## config.mk

```make
export PLATFORM = sky130hd
export DESIGN_NAME = rtcm3_frame_deframer_crc24q
export DESIGN_NICKNAME = d
export VERILOG_FILES = /design/src/rtl/core/rtcm_pkg.sv /design/src/rtl/core/rtcm_framer.sv /design/src/rtl/core/rtcm3_frame_deframer_crc24q.sv
export SDC_FILE = /design/constraint.sdc
export NUM_CORES = 1
export LEC_CHECK = 0
export BUFFER_PORTS_ARGS = -buffer_cell sky130_fd_sc_hd__buf_4
export CAP_MARGIN = 0
export CORE_MARGIN = 1
export CORE_UTILIZATION = 55
export DETAILED_ROUTE_END_ITERATION = 16
export GPL_ROUTABILITY_DRIVEN = 0
export GPL_TIMING_DRIVEN = 0
export PLACE_DENSITY_LB_ADDON = 0.25
export SETUP_SLACK_MARGIN = 0.4
export SYNTH_ARGS = -nofsm -noshare
export SYNTH_HDL_FRONTEND = slang
export SYNTH_HIERARCHICAL = 1
export SYNTH_SLANG_ARGS = --single-unit
```

## constraint.sdc

```tcl
create_clock -name clk -period 8.3 [get_ports clk]
set_clock_uncertainty 0.05 [all_clocks]
set_input_delay 0.83 -clock clk [delete_from_list [all_inputs] [get_ports clk]]
set_output_delay 0.83 -clock clk [all_outputs]
set_load 0.01 [all_outputs]
```

## src/rtl/core/rtcm_pkg.sv

```systemverilog
// shared types, constants and the byte-wide crc-24q update for the rtcm3 deframer
// no dependencies
package rtcm_pkg;

	localparam logic [7:0]  PREAMBLE        = 8'hD3;
	localparam logic [24:0] CRC24Q_POLY     = 25'h1864CFB;
	localparam logic [1:0]  LEN_HI_MASK     = 2'h3;
	localparam logic [10:0] MAX_FRAME_RESET = 11'd1029;
	localparam logic [15:0] ERR_COUNT_MAX   = 16'hFFFF;

	// register index of max_frame_bytes
	localparam logic REG_MAX_FRAME = 1'b0;

	typedef enum logic [6:0] {
		PH_HUNT    = 7'b0000001,
		PH_LEN_HI  = 7'b0000010,
		PH_LEN_LO  = 7'b0000100,
		PH_PAYLOAD = 7'b0001000,
		PH_CRC1    = 7'b0010000,
		PH_CRC2    = 7'b0100000,
		PH_CRC3    = 7'b1000000
	} phase_t;

	typedef enum logic [1:0] {
		ERR_NONE    = 2'd0,
		ERR_BAD_LEN = 2'd1,
		ERR_TOO_BIG = 2'd2
	} frame_err_t;

	typedef struct packed {
		logic [7:0]  byte_out;
		logic        in_frame;
		logic        frame_first;
		logic        frame_last;
		logic        crc_ok;
		frame_err_t  frame_error;
		logic [15:0] error_total;
	} result_t;

	// msb first, no reflection, no final xor
	function automatic logic [23:0] crc24q_byte(input logic [23:0] crc, input logic [7:0] b);
		logic [24:0] c;
		c = {1'b0, crc ^ {b, 16'h0000}};
		for (int k = 0; k < 8; k++) begin
			c = {c[23:0], 1'b0};
			if (c[24]) begin
				c = c ^ CRC24Q_POLY;
			end
		end
		return c[23:0];
	endfunction

endpackage

```

## src/rtl/core/rtcm_framer.sv

```systemverilog
// framing state machine, byte counter, crc accumulator and error counter
// depends on rtcm_pkg
module rtcm_framer import rtcm_pkg::*; (
	input  logic        clk,
	input  logic        arst_n,
	input  logic        step,
	input  logic [7:0]  data_byte,
	input  logic [10:0] max_frame_bytes,
	output result_t     res
);

	phase_t      phase_q, phase_d;
	logic [1:0]  prev_low_bits_q, prev_low_bits_d;
	logic [9:0]  payload_length_q, payload_length_d;
	logic [10:0] byte_count_q, byte_count_d;
	logic [23:0] crc_accum_q, crc_accum_d;
	logic [23:0] received_crc_q, received_crc_d;
	logic [15:0] error_counter_q, error_counter_d;

	logic [23:0] crc_upd;
	logic [10:0] count_inc;
	logic [23:0] rx_crc_shift;
	logic [9:0]  len_w;
	logic        count_err;

	assign crc_upd      = crc24q_byte(crc_accum_q, data_byte);
	assign count_inc    = byte_count_q + 11'd1;
	assign rx_crc_shift = {received_crc_q[15:0], data_byte};
	assign len_w        = {prev_low_bits_q, data_byte};

	always_comb begin
		phase_d          = phase_q;
		prev_low_bits_d  = prev_low_bits_q;
		payload_length_d = payload_length_q;
		byte_count_d     = byte_count_q;
		crc_accum_d      = crc_accum_q;
		received_crc_d   = received_crc_q;
		count_err        = 1'b0;
		res.byte_out     = data_byte;
		res.in_frame     = 1'b0;
		res.frame_first  = 1'b0;
		res.frame_last   = 1'b0;
		res.crc_ok       = 1'b0;
		res.frame_error  = ERR_NONE;
		case (phase_q)
			PH_LEN_HI: begin
				res.in_frame    = 1'b1;
				prev_low_bits_d = data_byte[1:0] & LEN_HI_MASK;
				crc_accum_d     = crc_upd;
				byte_count_d    = count_inc;
				phase_d         = PH_LEN_LO;
			end
			PH_LEN_LO: begin
				res.in_frame     = 1'b1;
				payload_length_d = len_w;
				crc_accum_d      = crc_upd;
				byte_count_d     = count_inc;
				if (len_w == 10'd0 || {1'b0, len_w} > max_frame_bytes) begin
					res.frame_last  = 1'b1;
					res.frame_error = ERR_BAD_LEN;
					count_err       = 1'b1;
					phase_d         = PH_HUNT;
				end else begin
					phase_d = PH_PAYLOAD;
				end
			end
			PH_PAYLOAD: begin
				res.in_frame = 1'b1;
				crc_accum_d  = crc_upd;
				byte_count_d = count_inc;
				// header plus payload done
				if ({1'b0, count_inc} >= {2'b00, payload_length_q} + 12'd3) begin
					phase_d = PH_CRC1;
				end
			end
			PH_CRC1: begin
				res.in_frame   = 1'b1;
				received_crc_d = rx_crc_shift;
				byte_count_d   = count_inc;
				phase_d        = PH_CRC2;
			end
			PH_CRC2: begin
				res.in_frame   = 1'b1;
				received_crc_d = rx_crc_shift;
				byte_count_d   = count_inc;
				phase_d        = PH_CRC3;
			end
			PH_CRC3: begin
				res.in_frame   = 1'b1;
				res.frame_last = 1'b1;
				received_crc_d = rx_crc_shift;
				byte_count_d   = count_inc;
				if (count_inc > max_frame_bytes) begin
					res.frame_error = ERR_TOO_BIG;
					count_err       = 1'b1;
				end else begin
					res.crc_ok = (rx_crc_shift == crc_accum_q);
				end
				phase_d = PH_HUNT;
			end
			default: begin
				// hunting, and any stray code
				phase_d = PH_HUNT;
				if (data_byte == PREAMBLE) begin
					res.in_frame     = 1'b1;
					res.frame_first  = 1'b1;
					payload_length_d = 10'd0;
					received_crc_d   = 24'd0;
					byte_count_d     = 11'd1;
					crc_accum_d      = crc24q_byte(24'd0, data_byte);
					phase_d          = PH_LEN_HI;
				end
			end
		endcase
		error_counter_d = error_counter_q;
		if (count_err && error_counter_q != ERR_COUNT_MAX) begin
			error_counter_d = error_counter_q + 16'd1;
		end
		res.error_total = error_counter_d;
	end

	always_ff @(posedge clk or negedge arst_n) begin
		if (!arst_n) begin
			phase_q          <= PH_HUNT;
			prev_low_bits_q  <= 2'd0;
			payload_length_q <= 10'd0;
			byte_count_q     <= 11'd0;
			crc_accum_q      <= 24'd0;
			received_crc_q   <= 24'd0;
			error_counter_q  <= 16'd0;
		end else if (step) begin
			phase_q          <= phase_d;
			prev_low_bits_q  <= prev_low_bits_d;
			payload_length_q <= payload_length_d;
			byte_count_q     <= byte_count_d;
			crc_accum_q      <= crc_accum_d;
			received_crc_q   <= received_crc_d;
			error_counter_q  <= error_counter_d;
		end
	end

	a_last_to_hunt: assert property (@(posedge clk) disable iff (!arst_n)
		step && res.frame_last |=> phase_q == PH_HUNT)
		else $error("frame end did not return to hunting");

	a_first_to_len: assert property (@(posedge clk) disable iff (!arst_n)
		step && res.frame_first |=> phase_q == PH_LEN_HI)
		else $error("preamble did not open the header");

	a_err_count: assert property (@(posedge clk) disable iff (!arst_n)
		step && res.frame_error != ERR_NONE && error_counter_q != ERR_COUNT_MAX
		|=> error_counter_q == $past(error_counter_q) + 16'd1)
		else $error("error count did not advance on a framing error");

	a_ok_on_last: assert property (@(posedge clk) disable iff (!arst_n)
		res.crc_ok |-> res.frame_last && res.frame_error == ERR_NONE)
		else $error("crc_ok outside a clean frame end");

endmodule

```

## src/rtl/core/rtcm3_frame_deframer_crc24q.sv

```systemverilog
// rtcm3 deframer top level: apb register, input handshake and output register
// depends on rtcm_pkg and rtcm_framer
// a byte transferred in shows up on the output register in the next cycle
// throughput: one byte per cycle while the output drains, set by the byte-wide crc-24q update and framing fsm
// in_ready is high while the output register is empty or being drained
// reset: arst_n clears the framing state, error count and output valid at once;
// max_frame_bytes returns to 1029
module rtcm3_frame_deframer_crc24q import rtcm_pkg::*; (
	input  logic        clk,
	input  logic        arst_n,
	input  logic        psel,
	input  logic        penable,
	input  logic        pwrite,
	input  logic [2:0]  paddr,
	input  logic [31:0] pwdata,
	output logic [31:0] prdata,
	output logic        pready,
	input  logic        in_valid,
	output logic        in_ready,
	input  logic [7:0]  data_byte,
	output logic        out_valid,
	input  logic        out_ready,
	output logic [7:0]  byte_out,
	output logic        in_frame,
	output logic        frame_first,
	output logic        frame_last,
	output logic        crc_ok,
	output logic [1:0]  frame_error,
	output logic [15:0] error_total
);

	logic [10:0] max_frame_bytes_q;
	logic        out_valid_q;
	result_t     res;
	result_t     res_q;
	logic        step;

	assign pready = 1'b1;

	always_ff @(posedge clk or negedge arst_n) begin
		if (!arst_n) begin
			max_frame_bytes_q <= MAX_FRAME_RESET;
		end else if (psel && penable && pwrite && paddr[2] == REG_MAX_FRAME) begin
			max_frame_bytes_q <= pwdata[10:0];
		end
	end

	assign prdata = (paddr[2] == REG_MAX_FRAME) ? {21'd0, max_frame_bytes_q} : 32'd0;

	assign in_ready = !out_valid_q || out_ready;
	assign step     = in_valid && in_ready;

	rtcm_framer u_framer (
		.clk             (clk),
		.arst_n          (arst_n),
		.step            (step),
		.data_byte       (data_byte),
		.max_frame_bytes (max_frame_bytes_q),
		.res             (res)
	);

	always_ff @(posedge clk or negedge arst_n) begin
		if (!arst_n) begin
			out_valid_q <= 1'b0;
		end else if (in_ready) begin
			out_valid_q <= in_valid;
		end
	end

	always_ff @(posedge clk) begin
		if (step) begin
			res_q <= res;
		end
	end

	assign out_valid   = out_valid_q;
	assign byte_out    = res_q.byte_out;
	assign in_frame    = res_q.in_frame;
	assign frame_first = res_q.frame_first;
	assign frame_last  = res_q.frame_last;
	assign crc_ok      = res_q.crc_ok;
	assign frame_error = res_q.frame_error;
	assign error_total = res_q.error_total;

endmodule

```

==> results of run 1 <==
==> cells by family (layout without fill, tap and decap cells) <==
family / after synthesis / in the layout / synth area share, %
compound gates: 127 / 127 / 9.44
xor+xnor: 163 / 163 / 18.9
fa+ha+maj: 33 / 33 / 5.03
buf+inv: 104 / 205 / 6.60
flops: 128 / 128 / 40.9
mux: 22 / 22 / 3.46
other cells: 2 / 22 / 0.0914
simple gates: 250 / 250 / 15.6
==> worst max-delay path, stage by stage (launching register included) <==
cell	delay [ps]
dfrtp_1	500
ha_1	320
nand3_1	160
nor3_1	290
xor2_1	370
ha_1	380
and4_1	230
a2111oi_0	490
and3_1	270
a311o_1	160
nand3b_1	140
buf_2	220
nand2_1	120
mux2_1	360
==> placed cells by master, fill, tap and decap left out, types with 10 or more instances in the layout <==
cell type	instances
nor2_1	26
o21ai_0	55
nor2b_1	11
edfxtp_1	30
nand2_1	95
nand3_1	29
xnor2_1	114
nand4_1	26
and3_1	23
mux2_4	10
clkbuf_1	33
ha_1	33
xor2_1	37
a21oi_1	20
clkbuf_16	17
inv_1	28
dfrtp_1	94
buf_4	101
conb_1	22
==> synth_stat cells, types with 8 or more instances <==
cell      instances  share of area (%)
a21oi_1          20                1.2
a32o_1            8               0.97
and3_1           23                1.8
buf_4            34                3.1
clkbuf_1         32                1.5
dfrtp_1          94                 29
edfxtp_1         30                 11
ha_1             33                5.0
inv_1            28                1.3
mux2_2            9                1.2
mux2_4           10                1.8
nand2_1          95                4.3
nand3_1          29                1.8
nand4_1          26                2.0
nor2_1           26                1.2
nor2b_1          11               0.84
o21ai_0          55                3.4
o21ai_1           9               0.55
xnor2_1         114                 12
xor2_1           37                3.9
==> worst min-delay path by stage <==
stage / startpoint / to / slack, ps / cells after the start
6_report: arst_n / u_framer/byte_count_q[9]$_DFFE_PN0P_ / 150 / 1
5_1_grt: arst_n / u_framer/byte_count_q[9]$_DFFE_PN0P_ / 120 / 1
4_1_cts: u_framer/received_crc_q[8]$_DFFE_PN0P_ / u_framer/received_crc_q[8]$_DFFE_PN0P_ / 470 / 2
3_5_place_dp: u_framer/received_crc_q[8]$_DFFE_PN0P_ / u_framer/received_crc_q[8]$_DFFE_PN0P_ / 450 / 2
3_3_place_gp: u_framer/received_crc_q[8]$_DFFE_PN0P_ / u_framer/received_crc_q[8]$_DFFE_PN0P_ / 440 / 2
2_1_floorplan: u_framer/payload_length_q[5]$_DFFE_PN0P_ / u_framer/payload_length_q[5]$_DFFE_PN0P_ / 410 / 2
==> metrics by stage <==
stage / area [µm²] / utilization, %
after global routing: 9660 / 66.5
after CTS: 9630 / 66.2
final: 9660 / 66.5
after floorplan: 8290 / -
after global placement: 9030 / 62.1
after detailed placement: 9030 / 62.1
==> state kept, by name, indices dropped and copies added, names as in the netlist, 7 cells and up <==
register	count
u_framer/phase_q	7
max_frame_bytes_q	11
u_framer/error_counter_q	16
u_framer/byte_count_q	11
u_framer/received_crc_q	16
u_framer/payload_length_q	10
error_total	16
u_framer/crc_accum_q	24
byte_out	8
==> final cells by class <==
cell class | count | share of cell area, %
Sequential cell | 128 | 34.8
Multi-Input combinational cell | 617 | 45.5
Tap cell | 184 | 2.38
Inverter | 28 | 1.09
Clock buffer | 20 | 4.73
Timing Repair Buffer | 69 | 5.61
Clock inverter | 12 | 1.45
Buffer | 76 | 4.52
==> layer usage <==
layer | global-route usage (%) | up-vias
met5 | 0 | -
met4 | 11.2 | 0
met3 | 6.59 | 35
met2 | 41.5 | 237
met1 | 36.9 | 3096
li1 | - | 3031
==> power breakdown <==
part           switching, mW  internal [mW]
Sequential            0.0725          0.712
Combinational          0.457          0.426
Clock                  0.269          0.484
Total                  0.798           1.62
==> results by group, run 1 <==
Drt
  – Post-route ant nets: 0
  – Pre-Repair DR Iteration Count: 5
  – Final WL: 20,100 µm
  – WL met2: 9490 µm
  – Met1 WL: 8810 µm
  – WL per Instance: 17.7 µm
  – Vias: 6,399
  – DRC Markers: 0
  – DR iter-0 viols: 792
  – Metal3 WL: 1310 µm
  – Drt via density: 5.64
  – Max Used Layer: met4

STA
  – Final-report hold violation count: 0
  – Final TNS setup: 0 ps
  – Unrepaired setup endpoints after global routing: false
  – Max-slew headroom: 42.2%
  – Setup-failing EPs final: 0
  – Slew Viols, Final: 0
  – Final Cycle Share: 51.9%
  – Time the worst path needs with I/O delays and setup: 4310 ps
  – Hold WS: 145 ps
  – Post-route setup slack: 3990 ps
  – Max Freq: 232 MHz
  – Slew @ Worst Pin: 867 ps

Clock network
  – Clk_lat worst skew: 410 ps
  – Post-CTS Setup Bufs: 0
  – CTS tree: done
  – CTS Hold Bufs: 0
  – Clock Sinks: 128
  – Num CTS Buffers: 17
  – Htree depth: 4
  – CTS clk-pin slew, worst paths: 50 ps
  – Clock Tree Buf Depth: 2
  – Clk root buf: clkbuf_16
  – Post-cts resize count: 0

Die
  – Core area: 14,500 µm²
  – DIE HEIGHT: 124 µm
  – Die ar.: 15,400 µm²
  – I/O Pins: 115
  – Initial Utilization: 56.5%
  – Num rows: 44
  – Die W: 124 µm

Synthesis
  – Post-synthesis register bit count: 128
  – Post-synthesis sequential area ratio: 40.9%
  – Post-synth EDFFs: 30
  – Yosys cell types: 65
  – Post-Synthesis Cells: 829
  – Synth warn: 6
  – Post-Syn Area: 8210 µm²
  – Mean Syn Cell Area: 9.91 µm²
  – Ys flop type: dfrtp_1
  – Async SR Flop Fraction: 76.6%

Worst setup path
  – Startpoint Class: flip-flop
  – Crit path from: u_framer/byte_count_q[0]$_DFFE_PN0P_
  – R2R depth: 13
  – Worst path arrival time: 4410 ps
  – Crit path kind: reg -> reg
  – Worst path required time: 8400 ps
  – CP Capture Point: error_total[1]$_DFFE_PP_
  – R2R Setup Slk: 3990 ps
  – Crit Path Max Fanout: 10
  – Worst R2R End: error_total[1]$_DFFE_PP_
  – Crit path capture type: flip-flop
  – Worst reg2reg path startpoint: u_framer/byte_count_q[0]$_DFFE_PN0P_

Layout
  – Diodes inserted: 0
  – Layout net count: 1,020
  – Area delta synth->final: 17.6%
  – Post-Layout Cell Count: 1,134
  – Seq. cell area: 3360 µm²
  – Multi-input logic area: 4390 µm²
  – Layout cells sized above 1: 18.6%
  – Fillers: 1,201

Pwr
  – Pwr Density: 251 nW/µm²
  – Maximum vdd drop: 395 µV
  – Leak Pwr: 4.30 nW
  – Total Power Consumption: 2.42 mW

GRT
  – Global-route usage over all layers: 27.2%
  – Grt ovf: 0
  – First-pass GRT wire length: 32,700 µm
  – Vias in the first global route: 6,281
  – Initial antenna violation count: 0
  – Largest net degree at the start of global routing: 99

Placed design
  – DP HPWL: 14,600 µm
  – Port buffer count: 68
  – Placed cell count: 1,101
  – Dpl ws: 4110 ps

Worst hold path
  – Worst min path class: in -> async

Outcome
  – Status: finished, final reports clean

Run
  – Max cap viols: 0
No activity file was read; power rests on OpenSTA's default activity.
==> run 2: changes to the inputs <==
- ABC_AREA: unset -> 1
- clock period: 8.3 -> 4.5 ns (I/O delays scaled with it)
==> results by group, run 2 <==
Layout
  – Most frequent cells in the layout: nand2_1 (267), inv_1 (127), nand3_1 (108) (was xnor2_1 (114), buf_4 (101), nand2_1 (95))
  – Post-Route Utilization: 67.3% (was 66.5%)
  – Number of flip-flops in the largest register: 24 (unchanged)
  – Layout cells sized above 1: 20.1% (was 18.6%)
  – Diodes inserted: 0 (unchanged)
  – Area delta synth->final: 17.8% (was 17.6%)
  – Layout net count: 1,302 (was 1,020)
  – Reg with most FFs: u_framer/crc_accum_q (unchanged)
  – Most common cell after layout, fill and taps aside: nand2_1 (was xnor2_1)
  – Fillers: 1,289 (was 1,201)

Die
  – Initial Utilization: 57.2% (was 56.5%)
  – I/O Pins: 115 (unchanged)
  – Die W: 128 µm (was 124 µm)
  – Die ar.: 16,500 µm² (was 15,400 µm²)
  – Num rows: 45 (was 44)
  – Core area: 15,400 µm² (was 14,500 µm²)
  – DIE HEIGHT: 128 µm (was 124 µm)

Placed design
  – Port buffer count: 69 (was 68)
  – Dpl ws: 1230 ps (was 4110 ps)
  – DP HPWL: 16,400 µm (was 14,600 µm)

Worst setup path
  – Crit path from: u_framer/byte_count_q[0]$_DFFE_PN0P_ (unchanged)
  – Crit path kind: reg -> reg (unchanged)
  – Worst path arrival time: 3430 ps (was 4410 ps)
  – R2R depth: 18 (was 13)
  – Worst R2R End: error_total[1]$_DFFE_PP_ (unchanged)
  – Crit path capture type: flip-flop (unchanged)
  – Crit Path Max Fanout: 10 (unchanged)
  – CP Capture Point: error_total[1]$_DFFE_PP_ (unchanged)
  – Worst reg2reg path startpoint: u_framer/byte_count_q[0]$_DFFE_PN0P_ (unchanged)
  – R2R Setup Slk: 1200 ps (was 3990 ps)
  – Worst path required time: 4630 ps (was 8400 ps)
  – Startpoint Class: flip-flop (unchanged)

GRT
  – Initial antenna violation count: 0 (unchanged)
  – First-pass GRT wire length: 36,200 µm (was 32,700 µm)
  – Vias in the first global route: 7,135 (was 6,281)
  – Global-route usage over all layers: 28.7% (was 27.2%)
  – Grt ovf: 0 (unchanged)
  – Largest net degree at the start of global routing: 99 (unchanged)

Synthesis
  – Synth warn: 6 (unchanged)
  – Simple logic cell fraction of the synthesized area: 29.5% (was 15.6%)
  – Compound-Gate Fraction of Synth Area: 8.07% (was 9.44%)
  – Synth top cells by count: nand2_1 (267), inv_1 (127), nand3_1 (108), dfrtp_1 (94), xor2_1 (60) (was xnor2_1 (114), nand2_1 (95), dfrtp_1 (94), o21ai_0 (55), xor2_1 (37))
  – Count leader, synth: nand2_1 (was xnor2_1)
  – Mux share of post-synthesis cell area: 0.114% (was 3.46%)
  – Yosys cell types: 55 (was 65)
  – Post-synth EDFFs: 30 (unchanged)
  – Async SR Flop Fraction: 76.6% (unchanged)
  – Cell accounting for the most synthesized area: dfrtp_1 (unchanged)
  – Post-Synthesis Cells: 1,108 (was 829)
  – Main combinational cell family by area after synthesis: simple AND/OR/NAND/NOR gates (was XOR/XNOR gates)
  – Synth Area in Adders: 4.70% (was 5.03%)
  – Synth area leaders: dfrtp_1 (27%), nand2_1 (11%), edfxtp_1 (10%), nand3_1 (6.2%), xor2_1 (6.0%) (was dfrtp_1 (29%), xnor2_1 (12%), edfxtp_1 (11%), ha_1 (5.0%), nand2_1 (4.3%))
  – Yosys top cell area share: 26.8% (was 28.6%)
  – Synth Area in XOR/XNOR: 8.36% (was 18.9%)
  – Ys flop type: dfrtp_1 (unchanged)
  – Mean Syn Cell Area: 7.93 µm² (was 9.91 µm²)
  – Post-synthesis sequential area ratio: 38.2% (was 40.9%)
  – Post-synthesis register bit count: 128 (unchanged)
  – Post-Syn Area: 8790 µm² (was 8210 µm²)

Pwr
  – Leak Pwr: 5.26 nW (was 4.30 nW)
  – Total Power Consumption: 5.95 mW (was 2.42 mW)
  – Maximum vdd drop: 598 µV (was 395 µV)
  – Clock share of power: 24.6% (was 31.1%)
  – Sequential share of power: 29.4% (was 32.4%)
  – Net Switching: 2.54 mW (was 0.798 mW)
  – Int Power: 3.41 mW (was 1.62 mW)
  – Gate power share: 46.0% (was 36.5%)
  – Net Sw Frac: 42.7% (was 33.0%)
  – Pwr Density: 575 nW/µm² (was 251 nW/µm²)

STA
  – Final Cycle Share: 73.3% (was 51.9%)
  – Final-report hold violation count: 0 (unchanged)
  – Time the worst path needs with I/O delays and setup: 3300 ps (was 4310 ps)
  – Setup-failing EPs final: 0 (unchanged)
  – Post-route setup slack: 1200 ps (was 3990 ps)
  – Slew Viols, Final: 0 (unchanged)
  – Slew @ Worst Pin: 710 ps (was 867 ps)
  – Max Freq: 303 MHz (was 232 MHz)
  – Unrepaired setup endpoints after global routing: false (unchanged)
  – Max-slew headroom: 52.1% (was 42.2%)

Clock network
  – CTS clk-pin slew, worst paths: 60 ps (was 50 ps)
  – Htree depth: 4 (unchanged)
  – Clock Sinks: 128 (unchanged)
  – Clk root buf: clkbuf_16 (unchanged)
  – Clk_lat worst skew: 430 ps (was 410 ps)
  – Clock Tree Buf Depth: 2 (unchanged)
  – Num CTS Buffers: 17 (unchanged)
  – CTS tree: done (unchanged)

Drt
  – Pre-Repair DR Iteration Count: 5 (unchanged)
  – Drt via density: 5.36 (was 5.64)
  – Vias: 7,729 (was 6,399)
  – Final WL: 22,500 µm (was 20,100 µm)
  – DR iter-0 viols: 645 (was 792)
  – DRC Markers: 0 (unchanged)
  – Post-route ant nets: 0 (unchanged)
  – WL per Instance: 15.6 µm (was 17.7 µm)

Outcome
  – Status: finished, final reports clean (unchanged)

Run
  – Max cap viols: 0 (unchanged)

Worst hold path
  – Worst min path class: in -> reg (was in -> async)
[run 2: cell count changes after synthesis, sizes merged, moves of 11 or more]
cell,change
and3,-23
clkbuf,-23
inv,+112
mux2,-21
nand2,+213
nand3,+93
nand4,-16
nor2,+31
nor2b,-11
xnor2,-106
xor2,+24
[run 2: layout make-up]
class	count	area (µm²)	share of cell area, %
multi-input combinational	794	4550	44.0
sequential	128	3360	32.5
timing repair buffer	72	587	5.67
inverter	143	538	5.20
clock buffer	19	453	4.38
buffer	63	423	4.09
tap	211	264	2.55
clock inverter	13	173	1.67
[run 2: through the flow]
stage	hold WS (ps)	instance area [µm²]	TNS [ps]	std cells
after floorplan	104	8860	0	1128
after CTS	194	10300	0	1441
after global routing	205	10300	0	1443
after global placement	416	9640	-5010	1408
after detailed placement	419	9680	0	1409
final	200	10300	0	1443
[run 2: metal layers]
layer  vias to the layer above  wire, µm  track usage, %
met5                         -         0               0
met2                       267     10300            44.9
met3                        53      1580            6.57
li1                       3762         -               -
met4                         0       676            11.1
met1                      3647      9950            38.9
[run 2: worst min-delay path by stage]
stage / startpoint / endpoint / cells after the start
floorplan: arst_n / max_frame_bytes_q[1]$_DFFE_PN0P_ / 0
CTS: pwdata[10] / max_frame_bytes_q[10]$_DFFE_PN1P_ / 3
detailed placement: max_frame_bytes_q[2]$_DFFE_PN1P_ / max_frame_bytes_q[2]$_DFFE_PN1P_ / 2
finish: pwdata[10] / max_frame_bytes_q[10]$_DFFE_PN1P_ / 3
global route: pwdata[2] / max_frame_bytes_q[2]$_DFFE_PN1P_ / 3
global placement: max_frame_bytes_q[2]$_DFFE_PN1P_ / max_frame_bytes_q[2]$_DFFE_PN1P_ / 2
[run 2: what timing repair did]
action / in CTS / in global routing
setup buffers: 0 / 0
gates resized for setup: 0 / 0
hold endpoints to repair: 0 / 4
hold buffers: 0 / 1
[run 2: kinds of logic after synthesis]
logic type,after synthesis
XOR/XNOR,78
buffers and inverters,206
AND/OR/NAND/NOR,534
adder cells (fa/ha/maj),33
flip-flops,128
multiplexers,1
other,2
AO/OA/AOI/OAI,126
[run 2: critical path, stage by stage (launching register included)]
cell      delay (ps)
dfrtp_1          480
ha_1             300
nand3_4          140
inv_2             50
nand2_4           70
clkinv_2          70
nand3_1           80
xor2_1           200
inv_1            100
ha_1             310
a21o_1           160
nor2_1           130
nand3_2          120
nand3_2          130
nand2_4          130
nand2_4          120
buf_12           180
nand2_1           70
and2_1           150
[run 2: power groups by stage]
stage / clock, mW / sequential [mW] / combinational [mW]
2_1_floorplan: 0 / 1.68 / 2.06
3_3_place_gp: 0 / 1.75 / 2.56
3_5_place_dp: 0 / 1.75 / 2.66
4_1_cts: 1.48 / 1.74 / 2.69
5_1_grt: 1.54 / 1.78 / 3.04
6_report: 1.46 / 1.75 / 2.74
